==> src/rtl/splm_pkg.sv <==
// ----------------------------------------------------------------------------
// splm_pkg
// Types and fixed constants of the stereo peak level meter.
// ----------------------------------------------------------------------------
package splm_pkg;

  localparam int SAMPLE_W   = 16;
  localparam int POS_W      = 10;
  localparam int FS_W       = 8;
  localparam int CFG_IDX_W  = 2;
  localparam int CFG_DATA_W = 10;

  // Register indexes of the configuration port
  localparam logic [CFG_IDX_W-1:0] CFG_BAR_START  = 2'd0;
  localparam logic [CFG_IDX_W-1:0] CFG_BAR_END    = 2'd1;
  localparam logic [CFG_IDX_W-1:0] CFG_FULL_SCALE = 2'd2;

  localparam logic [POS_W-1:0] BAR_START_RST  = 10'd15;
  localparam logic [POS_W-1:0] BAR_END_RST    = 10'd375;
  localparam logic [FS_W-1:0]  FULL_SCALE_RST = 8'd120;

  typedef struct packed {
    logic signed [SAMPLE_W-1:0] left_sample;
    logic signed [SAMPLE_W-1:0] right_sample;
    logic                       block_last;
  } in_item_t;

  typedef struct packed {
    logic [POS_W-1:0] left_bar;
    logic [POS_W-1:0] right_bar;
    logic [POS_W-1:0] left_prev;
    logic [POS_W-1:0] right_prev;
  } out_item_t;

  typedef struct packed {
    logic [POS_W-1:0] bar_start;
    logic [POS_W-1:0] bar_end;
    logic [FS_W-1:0]  full_scale_db;
  } cfg_t;

  // Request to the bar calculator: one channel's span (0 means no signal)
  typedef struct packed {
    logic                go;
    logic [SAMPLE_W-1:0] span;
  } calc_req_t;

  typedef struct packed {
    logic             done;
    logic [POS_W-1:0] pos;
  } calc_rsp_t;

endpackage

==> src/rtl/stereo_peak_level_meter_db.sv <==
// ----------------------------------------------------------------------------
// stereo_peak_level_meter_db
// Stereo peak-to-peak tracker with dB bar positions at the end of each block.
// ----------------------------------------------------------------------------
// Frames without block_last are accepted back to back.
// Frame with block_last: the shared bar calculator runs once per channel
//   (a zero span skips straight to its final step), and the result then
//   waits for any output stall before it is loaded.
// Input stalls until the result is loaded. Reset: trackers cleared, previous
//   positions zero, registers at their documented defaults, output empty.
module stereo_peak_level_meter_db #(
  parameter int LOG_FRAC_BITS = 8
) (
  input  logic                                clk_i,
  input  logic                                rst_ni,
  input  logic                                in_valid_i,
  output logic                                in_stall_o,
  input  splm_pkg::in_item_t                  in_data_i,
  output logic                                out_valid_o,
  input  logic                                out_stall_i,
  output splm_pkg::out_item_t                 out_data_o,
  input  logic                                cfg_valid_i,
  output logic                                cfg_ready_o,
  input  logic [splm_pkg::CFG_IDX_W-1:0]      cfg_index_i,
  input  logic [splm_pkg::CFG_DATA_W-1:0]     cfg_data_i
);

  localparam int SW = splm_pkg::SAMPLE_W;
  localparam int PW = splm_pkg::POS_W;

  localparam logic signed [SW-1:0] PEAK_HI_RST = 16'sh8000;
  localparam logic signed [SW-1:0] PEAK_LO_RST = 16'sh7fff;

  typedef enum logic [1:0] {T_IDLE, T_LEFT, T_RIGHT, T_OUT} top_state_e;

  top_state_e            state_q;
  splm_pkg::cfg_t        cfg_q;
  logic signed [SW-1:0]  l_hi_q, l_lo_q, r_hi_q, r_lo_q;
  logic [PW-1:0]         l_prev_q, r_prev_q;
  logic [PW-1:0]         l_bar_q, r_bar_q;
  logic                  go_q;
  logic                  out_valid_q;
  splm_pkg::out_item_t   out_data_q;

  splm_pkg::calc_req_t   calc_req;
  splm_pkg::calc_rsp_t   calc_rsp;

  logic accept;
  assign accept      = in_valid_i && !in_stall_o;
  assign in_stall_o  = (state_q != T_IDLE);
  assign cfg_ready_o = 1'b1;

  // Spans; a non-positive span goes to the bar start
  logic signed [SW:0] l_span_s, r_span_s;
  logic [SW-1:0]      l_span, r_span;
  assign l_span_s = {l_hi_q[SW-1], l_hi_q} - {l_lo_q[SW-1], l_lo_q};
  assign r_span_s = {r_hi_q[SW-1], r_hi_q} - {r_lo_q[SW-1], r_lo_q};
  assign l_span   = l_span_s[SW] ? '0 : l_span_s[SW-1:0];
  assign r_span   = r_span_s[SW] ? '0 : r_span_s[SW-1:0];

  assign calc_req.go   = go_q;
  assign calc_req.span = (state_q == T_RIGHT) ? r_span : l_span;

  splm_bar_calc #(
    .LOG_FRAC_BITS(LOG_FRAC_BITS)
  ) u_calc (
    .clk_i (clk_i),
    .rst_ni(rst_ni),
    .cfg_i (cfg_q),
    .req_i (calc_req),
    .rsp_o (calc_rsp)
  );

  logic out_free;
  assign out_free = !out_valid_q || !out_stall_i;

  always_ff @(posedge clk_i or negedge rst_ni) begin
    if (!rst_ni) begin
      cfg_q.bar_start     <= splm_pkg::BAR_START_RST;
      cfg_q.bar_end       <= splm_pkg::BAR_END_RST;
      cfg_q.full_scale_db <= splm_pkg::FULL_SCALE_RST;
    end else if (cfg_valid_i && cfg_ready_o) begin
      unique case (cfg_index_i)
        splm_pkg::CFG_BAR_START:  cfg_q.bar_start     <= cfg_data_i[PW-1:0];
        splm_pkg::CFG_BAR_END:    cfg_q.bar_end       <= cfg_data_i[PW-1:0];
        splm_pkg::CFG_FULL_SCALE: cfg_q.full_scale_db <= cfg_data_i[splm_pkg::FS_W-1:0];
        default: ;
      endcase
    end
  end

  always_ff @(posedge clk_i or negedge rst_ni) begin
    if (!rst_ni) begin
      state_q     <= T_IDLE;
      l_hi_q      <= PEAK_HI_RST;
      l_lo_q      <= PEAK_LO_RST;
      r_hi_q      <= PEAK_HI_RST;
      r_lo_q      <= PEAK_LO_RST;
      l_prev_q    <= '0;
      r_prev_q    <= '0;
      l_bar_q     <= '0;
      r_bar_q     <= '0;
      go_q        <= 1'b0;
      out_valid_q <= 1'b0;
      out_data_q  <= '0;
    end else begin
      go_q <= 1'b0;
      // in T_OUT a free output register is reloaded below
      if (out_valid_q && !out_stall_i && state_q != T_OUT) out_valid_q <= 1'b0;
      unique case (state_q)
        T_IDLE: begin
          if (accept) begin
            if (in_data_i.left_sample > l_hi_q)  l_hi_q <= in_data_i.left_sample;
            if (in_data_i.left_sample < l_lo_q)  l_lo_q <= in_data_i.left_sample;
            if (in_data_i.right_sample > r_hi_q) r_hi_q <= in_data_i.right_sample;
            if (in_data_i.right_sample < r_lo_q) r_lo_q <= in_data_i.right_sample;
            if (in_data_i.block_last) begin
              go_q    <= 1'b1;
              state_q <= T_LEFT;
            end
          end
        end
        T_LEFT: begin
          if (calc_rsp.done) begin
            l_bar_q <= calc_rsp.pos;
            go_q    <= 1'b1;
            state_q <= T_RIGHT;
          end
        end
        T_RIGHT: begin
          if (calc_rsp.done) begin
            r_bar_q <= calc_rsp.pos;
            state_q <= T_OUT;
          end
        end
        T_OUT: begin
          // wait for room in the output register
          if (out_free) begin
            out_valid_q           <= 1'b1;
            out_data_q.left_bar   <= l_bar_q;
            out_data_q.right_bar  <= r_bar_q;
            out_data_q.left_prev  <= l_prev_q;
            out_data_q.right_prev <= r_prev_q;
            l_prev_q <= l_bar_q;
            r_prev_q <= r_bar_q;
            l_hi_q   <= PEAK_HI_RST;
            l_lo_q   <= PEAK_LO_RST;
            r_hi_q   <= PEAK_HI_RST;
            r_lo_q   <= PEAK_LO_RST;
            state_q  <= T_IDLE;
          end
        end
        default: state_q <= T_IDLE;
      endcase
    end
  end

  assign out_valid_o = out_valid_q;
  assign out_data_o  = out_data_q;

endmodule

==> src/rtl/splm_bar_calc.sv <==
// ----------------------------------------------------------------------------
// splm_bar_calc
// Span to bar position: log2 by repeated squaring, dB and bar scaling on one
// shared multiplier, then a restoring divide, under a small sequencer.
// ----------------------------------------------------------------------------
module splm_bar_calc #(
  parameter int LOG_FRAC_BITS = 8
) (
  input  logic               clk_i,
  input  logic               rst_ni,
  input  splm_pkg::cfg_t     cfg_i,
  input  splm_pkg::calc_req_t req_i,
  output splm_pkg::calc_rsp_t rsp_o
);

  localparam int SW    = splm_pkg::SAMPLE_W;
  localparam int PW_   = splm_pkg::POS_W;
  localparam int FS_W_L = splm_pkg::FS_W;
  localparam int LW    = LOG_FRAC_BITS + 4;   // e (4 bits) and fraction
  localparam int DBM_W = LOG_FRAC_BITS + 7;   // dB magnitude in Q.F
  localparam int Q_W   = 17;                  // quotient of the bar scaling
  localparam int DBK_W = 19;
  localparam int MA_W  = (DBM_W > DBK_W) ? DBM_W : DBK_W;
  localparam int MB_W  = (LW > SW) ? LW : SW;
  localparam int PRD_W = MA_W + MB_W;
  localparam int CNT_N = (LOG_FRAC_BITS > Q_W) ? LOG_FRAC_BITS : Q_W;
  localparam int CNT_W = $clog2(CNT_N);

  // 20*log10(2) in Q16
  localparam logic [DBK_W-1:0] DB_PER_LOG2_Q16 = 19'd394566;

  function automatic int log2_full_scale(input int frac_bits);
    longint x;
    int     frac;
    x    = 65535;
    frac = 0;
    for (int i = 0; i < frac_bits; i++) begin
      x    = (x * x) >>> 15;
      frac = frac << 1;
      if (x >= 65536) begin
        frac = frac | 1;
        x    = x >>> 1;
      end
    end
    return (15 << frac_bits) | frac;
  endfunction

  localparam logic [LW-1:0] L_FULL = LW'(log2_full_scale(LOG_FRAC_BITS));

  typedef enum logic [3:0] {
    C_IDLE, C_SQ, C_SQN, C_DB, C_DBN, C_SC, C_SCN, C_DIV, C_FIN
  } calc_state_e;

  calc_state_e              state_q;
  logic [SW-1:0]            x_q;
  logic [3:0]               exp_q;
  logic [LOG_FRAC_BITS-1:0] frac_q;
  logic [DBM_W-1:0]         dbm_q;
  logic [Q_W-1:0]           dvd_q;
  logic [FS_W_L-1:0]        rem_q;
  logic [CNT_W-1:0]         cnt_q;
  logic                     zero_q;
  logic [PRD_W-1:0]         prod_q;
  logic                     done_q;
  logic [PW_-1:0]           pos_q;

  // Leading one and normalisation of the requested span
  logic [3:0]    lead;
  logic [SW-1:0] norm;
  always_comb begin
    lead = '0;
    for (int i = 0; i < SW; i++) begin
      if (req_i.span[i]) lead = 4'(i);
    end
    norm = req_i.span << (4'd15 - lead);
  end

  // Squaring step result
  logic [SW:0] sq;
  assign sq = prod_q[15 +: SW+1];

  logic [LW-1:0] neg_d;
  assign neg_d = L_FULL - {exp_q, frac_q};

  logic signed [PW_:0] diff_s;
  logic [PW_-1:0]      diff_mag;
  assign diff_s   = $signed({1'b0, cfg_i.bar_end}) - $signed({1'b0, cfg_i.bar_start});
  assign diff_mag = diff_s[PW_] ? PW_'(-diff_s) : diff_s[PW_-1:0];

  logic [FS_W_L-1:0] fs_eff;
  assign fs_eff = (cfg_i.full_scale_db == '0) ? FS_W_L'(1) : cfg_i.full_scale_db;

  // Restoring divide step
  logic [FS_W_L:0] rem_sh;
  logic [FS_W_L:0] rem_sub;
  logic            qbit;
  assign rem_sh  = {rem_q, dvd_q[Q_W-1]};
  assign rem_sub = rem_sh - {1'b0, fs_eff};
  assign qbit    = (rem_sh >= {1'b0, fs_eff});

  // Shared multiplier operands
  logic [MA_W-1:0] mul_a;
  logic [MB_W-1:0] mul_b;
  always_comb begin
    mul_a = '0;
    mul_b = '0;
    unique case (state_q)
      C_SQ: begin
        mul_a = MA_W'(x_q);
        mul_b = MB_W'(x_q);
      end
      C_DB: begin
        mul_a = MA_W'(DB_PER_LOG2_Q16);
        mul_b = MB_W'(neg_d);
      end
      C_SC: begin
        mul_a = MA_W'(dbm_q);
        mul_b = MB_W'(diff_mag);
      end
      default: ;
    endcase
  end

  // Final position and clamp; bar_end is tested first
  localparam int PS_W = Q_W + 2;
  logic signed [PS_W-1:0] end_s, start_s, q_s, pos_s;
  logic [PW_-1:0]         pos_clamped;
  always_comb begin
    end_s   = $signed(PS_W'(cfg_i.bar_end));
    start_s = $signed(PS_W'(cfg_i.bar_start));
    q_s     = $signed(PS_W'(dvd_q));
    pos_s   = diff_s[PW_] ? (end_s + q_s) : (end_s - q_s);
    if (pos_s > end_s) begin
      pos_clamped = cfg_i.bar_end;
    end else if (pos_s < start_s) begin
      pos_clamped = cfg_i.bar_start;
    end else begin
      pos_clamped = pos_s[PW_-1:0];
    end
  end

  always_ff @(posedge clk_i or negedge rst_ni) begin
    if (!rst_ni) begin
      state_q <= C_IDLE;
      x_q     <= '0;
      exp_q   <= '0;
      frac_q  <= '0;
      dbm_q   <= '0;
      dvd_q   <= '0;
      rem_q   <= '0;
      cnt_q   <= '0;
      zero_q  <= 1'b0;
      prod_q  <= '0;
      done_q  <= 1'b0;
      pos_q   <= '0;
    end else begin
      prod_q <= PRD_W'(mul_a) * PRD_W'(mul_b);
      done_q <= 1'b0;
      unique case (state_q)
        C_IDLE: begin
          if (req_i.go) begin
            x_q    <= norm;
            exp_q  <= lead;
            frac_q <= '0;
            cnt_q  <= '0;
            zero_q <= (req_i.span == '0);
            state_q <= (req_i.span == '0) ? C_FIN : C_SQ;
          end
        end
        C_SQ: state_q <= C_SQN;
        C_SQN: begin
          x_q    <= sq[SW] ? sq[SW:1] : sq[SW-1:0];
          frac_q <= {frac_q[LOG_FRAC_BITS-2:0], sq[SW]};
          cnt_q  <= cnt_q + CNT_W'(1);
          state_q <= (cnt_q == CNT_W'(LOG_FRAC_BITS - 1)) ? C_DB : C_SQ;
        end
        C_DB:  state_q <= C_DBN;
        C_DBN: begin
          dbm_q   <= prod_q[16 +: DBM_W];
          state_q <= C_SC;
        end
        C_SC:  state_q <= C_SCN;
        C_SCN: begin
          // floor(m / (fs << F)) == floor((m >> F) / fs)
          dvd_q   <= prod_q[LOG_FRAC_BITS +: Q_W];
          rem_q   <= '0;
          cnt_q   <= '0;
          state_q <= C_DIV;
        end
        C_DIV: begin
          rem_q   <= qbit ? rem_sub[FS_W_L-1:0] : rem_sh[FS_W_L-1:0];
          dvd_q   <= {dvd_q[Q_W-2:0], qbit};
          cnt_q   <= cnt_q + CNT_W'(1);
          if (cnt_q == CNT_W'(Q_W - 1)) state_q <= C_FIN;
        end
        C_FIN: begin
          pos_q   <= zero_q ? cfg_i.bar_start : pos_clamped;
          done_q  <= 1'b1;
          state_q <= C_IDLE;
        end
        default: state_q <= C_IDLE;
      endcase
    end
  end

  assign rsp_o.done = done_q;
  assign rsp_o.pos  = pos_q;

endmodule

==> config.mk <==
export PLATFORM = sky130hd
export DESIGN_NAME = stereo_peak_level_meter_db
export DESIGN_NICKNAME = d
export VERILOG_FILES = /design/src/rtl/splm_pkg.sv /design/src/rtl/stereo_peak_level_meter_db.sv /design/src/rtl/splm_bar_calc.sv
export SDC_FILE = /design/constraint.sdc
export NUM_CORES = 1
export LEC_CHECK = 0
export ABC_AREA = 1
export BUFFER_PORTS_ARGS = -buffer_cell sky130_fd_sc_hd__buf_4
export CORE_ASPECT_RATIO = 1.2
export CORE_MARGIN = 4
export CORE_UTILIZATION = 40
export CTS_CLUSTER_SIZE = 30
export DETAILED_ROUTE_END_ITERATION = 16
export GPL_TIMING_DRIVEN = 0
export PLACE_DENSITY = 0.51
export SLEW_MARGIN = 0
export SYNTH_ARGS = -nofsm -noshare
export SYNTH_HDL_FRONTEND = slang
export SYNTH_HIERARCHICAL = 1
export SYNTH_SLANG_ARGS = --single-unit
==> constraint.sdc <==
create_clock -name clk_i -period 15.4 [get_ports clk_i]
set_input_delay 1.54 -clock clk_i [delete_from_list [all_inputs] [get_ports clk_i]]
set_output_delay 1.54 -clock clk_i [all_outputs]
set_load 0.005 [all_outputs]
==> flow_summary.ini, run 1 <==
[sta]
fin_setup_tns_ns = 0
rsz0062_at_grt = no
drv_slew = 0
skew_ns = 0.02800
worst_slew_pin_slew_ns = 1.441
fin_crit_ns = 8.792
fin_crit_sh_pct = 57.09
finalHoldViolations = 0
max-slew-margin-rel_pct = 3.273
finalSetupViolations = 0
max_freq_mhz = 113.7
setup_slack_ns = 6.608

[clock_tree]
postCtsHoldBufs = 0
postCtsSetupBuffers = 0
root_buffer = clkbuf_16
cts_buffer_depth = 3
cts_resized = 0
cts_made_buffers = 35
worstSkewPairLatency_ns = 0.56
htree_levels = 2
cts_tree = done
path_clk_slew_ns = 0.07
clock-sinks = 269

[global_routing]
grt_pass1_vias = 25269
groute.usage.overall_pct = 23.22
grt_max_degree = 117
antenna_found_initial = 0
grt_pass1_wl_mm = 139.6
grt-ovfl-total = 0

[worst_setup_path]
max_stage_delay_ns = 0.62
arrival_ns = 9.22
crit_family = adder cells
cpMaxStageDelayCell = dfstp_2
endpoint_kind = flop
critPathLaunchType = flop
path_class = flop to flop
cp.required_ns = 15.83
cp_max_fo = 10
worst-path-buf-inv = 8

[finish]
final_core_util_pct = 44.95
drive_gt1_share_pct = 8.203
diodes = 0
nFillCells = 7607
multiInputGateArea_mm2 = 0.01836
syn_to_final_growth_pct = 11.03
layout.nets = 4675
regArea_mm2 = 0.006790

[logic_synthesis]
ys_seq_elements = 269
ys.flop_type = dfrtp_1
yosysSeqAreaShare_pct = 23.50
synth_cells = 4011
synth_top_area_cell = dfrtp_1
yosysWarnings = 6
ys_async_sr_fraction_pct = 100.0
synth_area_leaders = dfrtp_1 19%, fa_1 16%, nand2_1 14%, ha_1 11%, inv_1 10%
synth_cell_types = 64
synth_edf_count = 0
synth.avg_cell_area_um2 = 7.202
synth_top_area_share_pct = 19.23
syn_area_mm2 = 0.02889

[routing]
num_vias = 25406
dr.pass1.iters = 7
wire_per_inst_um = 17.23
postRouteAntennaNets = 0
dr.first_iter.drc_count = 1649
drc = 0
totalWireLength_mm = 87.79
routed_via_density = 4.986

[floorplan]
rows = 107
floorplan.die.width_um = 253.3
die_area_mm2 = 0.07660
dieHeight_um = 302.4
fp.coreArea_mm2 = 0.07136
start_util_pct = 40.48
num_io_pins = 93

[place]
gp_congestion = 0.8815
dp_slack_ns = 6.711
dp_hpwl_mm = 71.79
portBuffers = 91

[job]
drv_cap = 0

[hold_path]
hold_class = flop to flop

[status]
outcome = finished clean
==> state kept, by name, summed over array words and instances, names as in the netlist <==
register	count
out_data_o	40
cfg_q	28
u_calc/prod_q	24
u_calc/dvd_q	17
l_hi_q	16
l_lo_q	16
r_hi_q	16
r_lo_q	16
u_calc/x_q	16
u_calc/dbm_q	15
l_bar_q	10
r_bar_q	10
u_calc/pos_q	10
u_calc/frac_q	8
u_calc/rem_q	8
u_calc/cnt_q	5
u_calc/exp_q	4
u_calc/state_q	4
state_q	2
go_q	1
out_valid_o	1
u_calc/done_q	1
u_calc/zero_q	1
==> final cells by class <==
cell class / count / share of cell area (%)
inverter: 845 / 9.893
clock inverter: 19 / 0.9479
tap: 926 / 3.612
clock buffer: 45 / 3.035
timing repair buffer: 93 / 2.325
sequential: 269 / 21.17
multi-input combinational: 2786 / 57.25
buffer: 112 / 1.763
==> per-layer routing <==
metal  wire, um  up-vias  GRT usage [%]
li1           -    12684              -
met5          0        -              0
met2      43180      531          41.21
met4       2456        0          6.253
met3       3885      126          2.821
met1      38260    12065          29.99
==> final timing paths <==
| path | from | end | slack [ns] | cells past startpoint |
|---|---|---|---|---|
| max in group asynchronous | rst_ni | cfg_q[22] | 13.53 | 2 |
| worst min-delay path | u_calc/prod_q[14] | u_calc/dvd_q[6] | 0.44 | 2 |
| worst max register to register | cfg_q[8] | u_calc/prod_q[31] | 6.61 | 34 |
| worst min register to register | u_calc/prod_q[14] | u_calc/dvd_q[6] | 0.44 | 2 |
| min in group asynchronous | rst_ni | r_hi_q[2] | 0.92 | 1 |
| worst max-delay path | cfg_q[8] | u_calc/prod_q[31] | 6.61 | 34 |
==> synthesized netlist by cell type, types with 5 or more instances <==
master and instances:
a21oi_1 162, a31oi_1 9, buf_1 5, buf_2 23, buf_4 17, buf_6 7, clkbuf_1 60, clkinv_1 18
dfrtp_1 222, dfstp_2 47, fa_1 224, ha_1 259, inv_1 808, inv_2 18, mux2_2 12, nand2_1 1053
nand2_2 21, nand3_1 300, nand3_2 8, nand3b_1 11, nand4_1 32, nor2_1 302, nor2_2 13, nor3_1 28
nor4_1 5, o211ai_1 11, o21a_1 7, o21ai_0 170, o21ai_1 12, o21bai_1 11, o221ai_1 19, o22ai_1 9
xnor2_1 16, xor2_1 43
==> per-stage QoR <==
| step | hold slack (ns) | instances | cell area [um2] |
|---|---|---|---|
| after global placement | 0.4427 | 5029 | 30730 |
| after floorplan | 0.4355 | 4012 | 28890 |
| after CTS | 0.4411 | 5095 | 32070 |
| final | 0.4416 | 5095 | 32070 |
| after detailed placement | 0.4414 | 5031 | 30800 |
| after global routing | 0.4696 | 5095 | 32070 |
==> layout by cell type (no fill, tap or decap), drive strengths merged, types with 4 or more instances in the layout <==
| cell type | Yosys | layout |
|---|---|---|
| o21a | 8 | 8 |
| o21bai | 12 | 12 |
| nand3 | 308 | 308 |
| nor3 | 29 | 29 |
| dfstp | 47 | 47 |
| bufinv | 0 | 6 |
| xnor2 | 17 | 17 |
| buf | 52 | 145 |
| o22ai | 10 | 10 |
| xor2 | 44 | 44 |
| o211ai | 13 | 13 |
| o21ai | 186 | 186 |
| ha | 259 | 259 |
| fa | 224 | 224 |
| clkinv | 19 | 27 |
| nand4 | 32 | 32 |
| a21oi | 164 | 164 |
| conb | 3 | 4 |
| nor4 | 5 | 5 |
| nand3b | 11 | 11 |
| a31oi | 9 | 9 |
| dfrtp | 222 | 222 |
| inv | 826 | 828 |
| nand2 | 1078 | 1078 |
| clkbuf | 60 | 105 |
| o221ai | 19 | 19 |
| or2 | 5 | 5 |
| nor2 | 315 | 315 |
| mux2 | 12 | 12 |
==> worst register-to-register path, delay by kind of cell, from the launching register on <==
family / cells / cell delay, ns
compound gates: 3 / 0.71
fa+ha+maj: 10 / 4.41
buf+inv: 8 / 0.80
flops: 1 / 0.62
simple gates: 13 / 2.09
==> cells by family after synthesis <==
kind of cell / share of synthesized area [%]
adders and majority gates: 26.74
and+or+nand+nor: 25.82
muxes: 0.4678
buffers and inverters: 12.94
AOI/OAI and AO/OA: 8.584
other: 0.03898
xor gates and xnor gates: 1.901
DFF: 23.50
Power of run 1 is not shown: default switching activity piles up to over one toggle a cycle in this logic, so the estimate is an artifact.
==> run 2, diff against run 1 <==
Clock period 15.4 ns to 8.9 ns, I/O delays scaled along.
==> flow_summary.ini, run 2 (synthesis results as in run 1) <==
[global_routing]
grt_pass1_vias = 25269
grt_max_degree = 117
grt-ovfl-total = 0
grt_pass1_wl_mm = 139.6
antenna_found_initial = 0
groute.usage.overall_pct = 23.22

[finish]
largest_reg_flops = 40
syn_to_final_growth_pct = 11.22
final_common_cell = nand2_1
layout.nets = 4677
final_cell_mix = 1053 x nand2_1, 808 x inv_1, 302 x nor2_1
diodes = 0
drive_gt1_share_pct = 8.319
nFillCells = 7601

[worst_setup_path]
critPathLaunchType = flop
path_class = flop to flop
rr_worst_depth = 36
cp.required_ns = 9.32
reg2reg_from = cfg_q[8]
reg2reg_slack_ns = 0.39
cp_max_fo = 10
max_stage_delay_ns = 0.62
endpoint_kind = flop
arrival_ns = 8.94
startpoint = cfg_q[8]
cpMaxStageDelayCell = dfstp_2
r2r-end = u_calc/prod_q[26]
crit_end = u_calc/prod_q[26]

[clock_tree]
cts_buffer_depth = 3
root_buffer = clkbuf_16
cts_tree = done
clock-sinks = 269
htree_levels = 2
worstSkewPairLatency_ns = 0.56
cts_made_buffers = 35
path_clk_slew_ns = 0.06
postCtsHoldBufs = 0

[place]
gp_congestion = 0.8815
portBuffers = 91
dp_hpwl_mm = 71.79

[sta]
worst_slew_pin_slew_ns = 1.408
finalHoldViolations = 0
max-slew-margin-rel_pct = 5.481
fin_crit_ns = 8.515
drv_slew = 0
max_freq_mhz = 117.4
finalSetupViolations = 0
whs_ns = 0.2729
rsz0062_at_grt = no
fin_crit_sh_pct = 95.67
fin_setup_tns_ns = 0
skew_ns = 0.02609

[floorplan]
floorplan.die.width_um = 253.3
dieHeight_um = 302.4
rows = 107
start_util_pct = 40.48
fp.coreArea_mm2 = 0.07136
die_area_mm2 = 0.07660
num_io_pins = 93

[routing]
drc = 0
wire_per_inst_um = 17.25
totalWireLength_mm = 87.92
routed_via_density = 4.991
dr.first_iter.drc_count = 1649
dr.pass1.iters = 5
num_vias = 25439
postRouteAntennaNets = 0

[status]
outcome = finished clean

[job]
drv_cap = 0

[hold_path]
hold_class = primary input to asynchronous set/reset pin
## run 2: cell count changes in the layout (fill, tap and decap cells not counted)
cell and delta:
nand3_1 -1, a21oi_1 -1, nor3_2 +1, o21bai_4 +1, o21bai_2 -1, nor3_1 -1
a21oi_2 +1, buf_12 +1, buf_4 +1, nand3_4 +1
## run 2: worst min-delay path by stage
stage,startpoint,endpoint,cells after the start,slack [ns]
finish,rst_ni,r_hi_q[2],1,0.27
floorplan,u_calc/prod_q[9],u_calc/dvd_q[1],2,0.44
CTS,rst_ni,r_hi_q[2],1,0.25
global placement,u_calc/prod_q[14],u_calc/dvd_q[6],2,0.44
global route,rst_ni,r_hi_q[4],1,0.28
detailed placement,u_calc/prod_q[14],u_calc/dvd_q[6],2,0.44
## run 2: metrics by stage
stage                     worst slack, ns  instances  cell area, um2  utilization [%]
after global placement             0.1935       5029           30730            43.07
after global routing              0.02048       5097           32130            45.03
after detailed placement           0.2111       5031           30800            43.16
final                              0.3853       5097           32130            45.03
after CTS                          0.1240       5095           32070            44.95
after floorplan                     1.556       4012           28890                -
## run 2: timing repair
| action | 4_1_cts | 5_1_grt |
|---|---|---|
| resized for setup | 0 | 5 |
| buffers inserted | 0 | 2 |
| hold endpoints to repair | 0 | 0 |
| endpoints found under the setup margin | 0 | 9 |
## run 2: final cells by class
cell class                      count  area, um2  share of cell area [%]
Sequential cell                   269       6790                   21.13
Timing Repair Buffer               95      773.2                   2.407
Tap cell                          926       1159                   3.606
Inverter                          845       3173                   9.875
Clock inverter                     19      304.0                  0.9463
Buffer                            112      565.5                   1.760
Clock buffer                       45      973.4                   3.030
Multi-Input combinational cell   2786      18390                   57.24
## run 2: worst max-delay path, delay by kind of cell, from the launching register on
kind,cells,cell delay (ns)
fa+ha+maj,9,4.17
buf+inv,12,1.48
simple gates,11,1.22
compound gates,4,0.88
flops,1,0.62
## run 2: routing by layer
metal  track usage [%]  up-vias  routed length [um]
li1                  -    12692                   -
met1             29.99    12092               38470
met2             41.21      531               43260
met3             2.821      124                3740
met4             6.253        0                2459
met5                 0        -                   0
Power of run 2 is left out for the same reason.
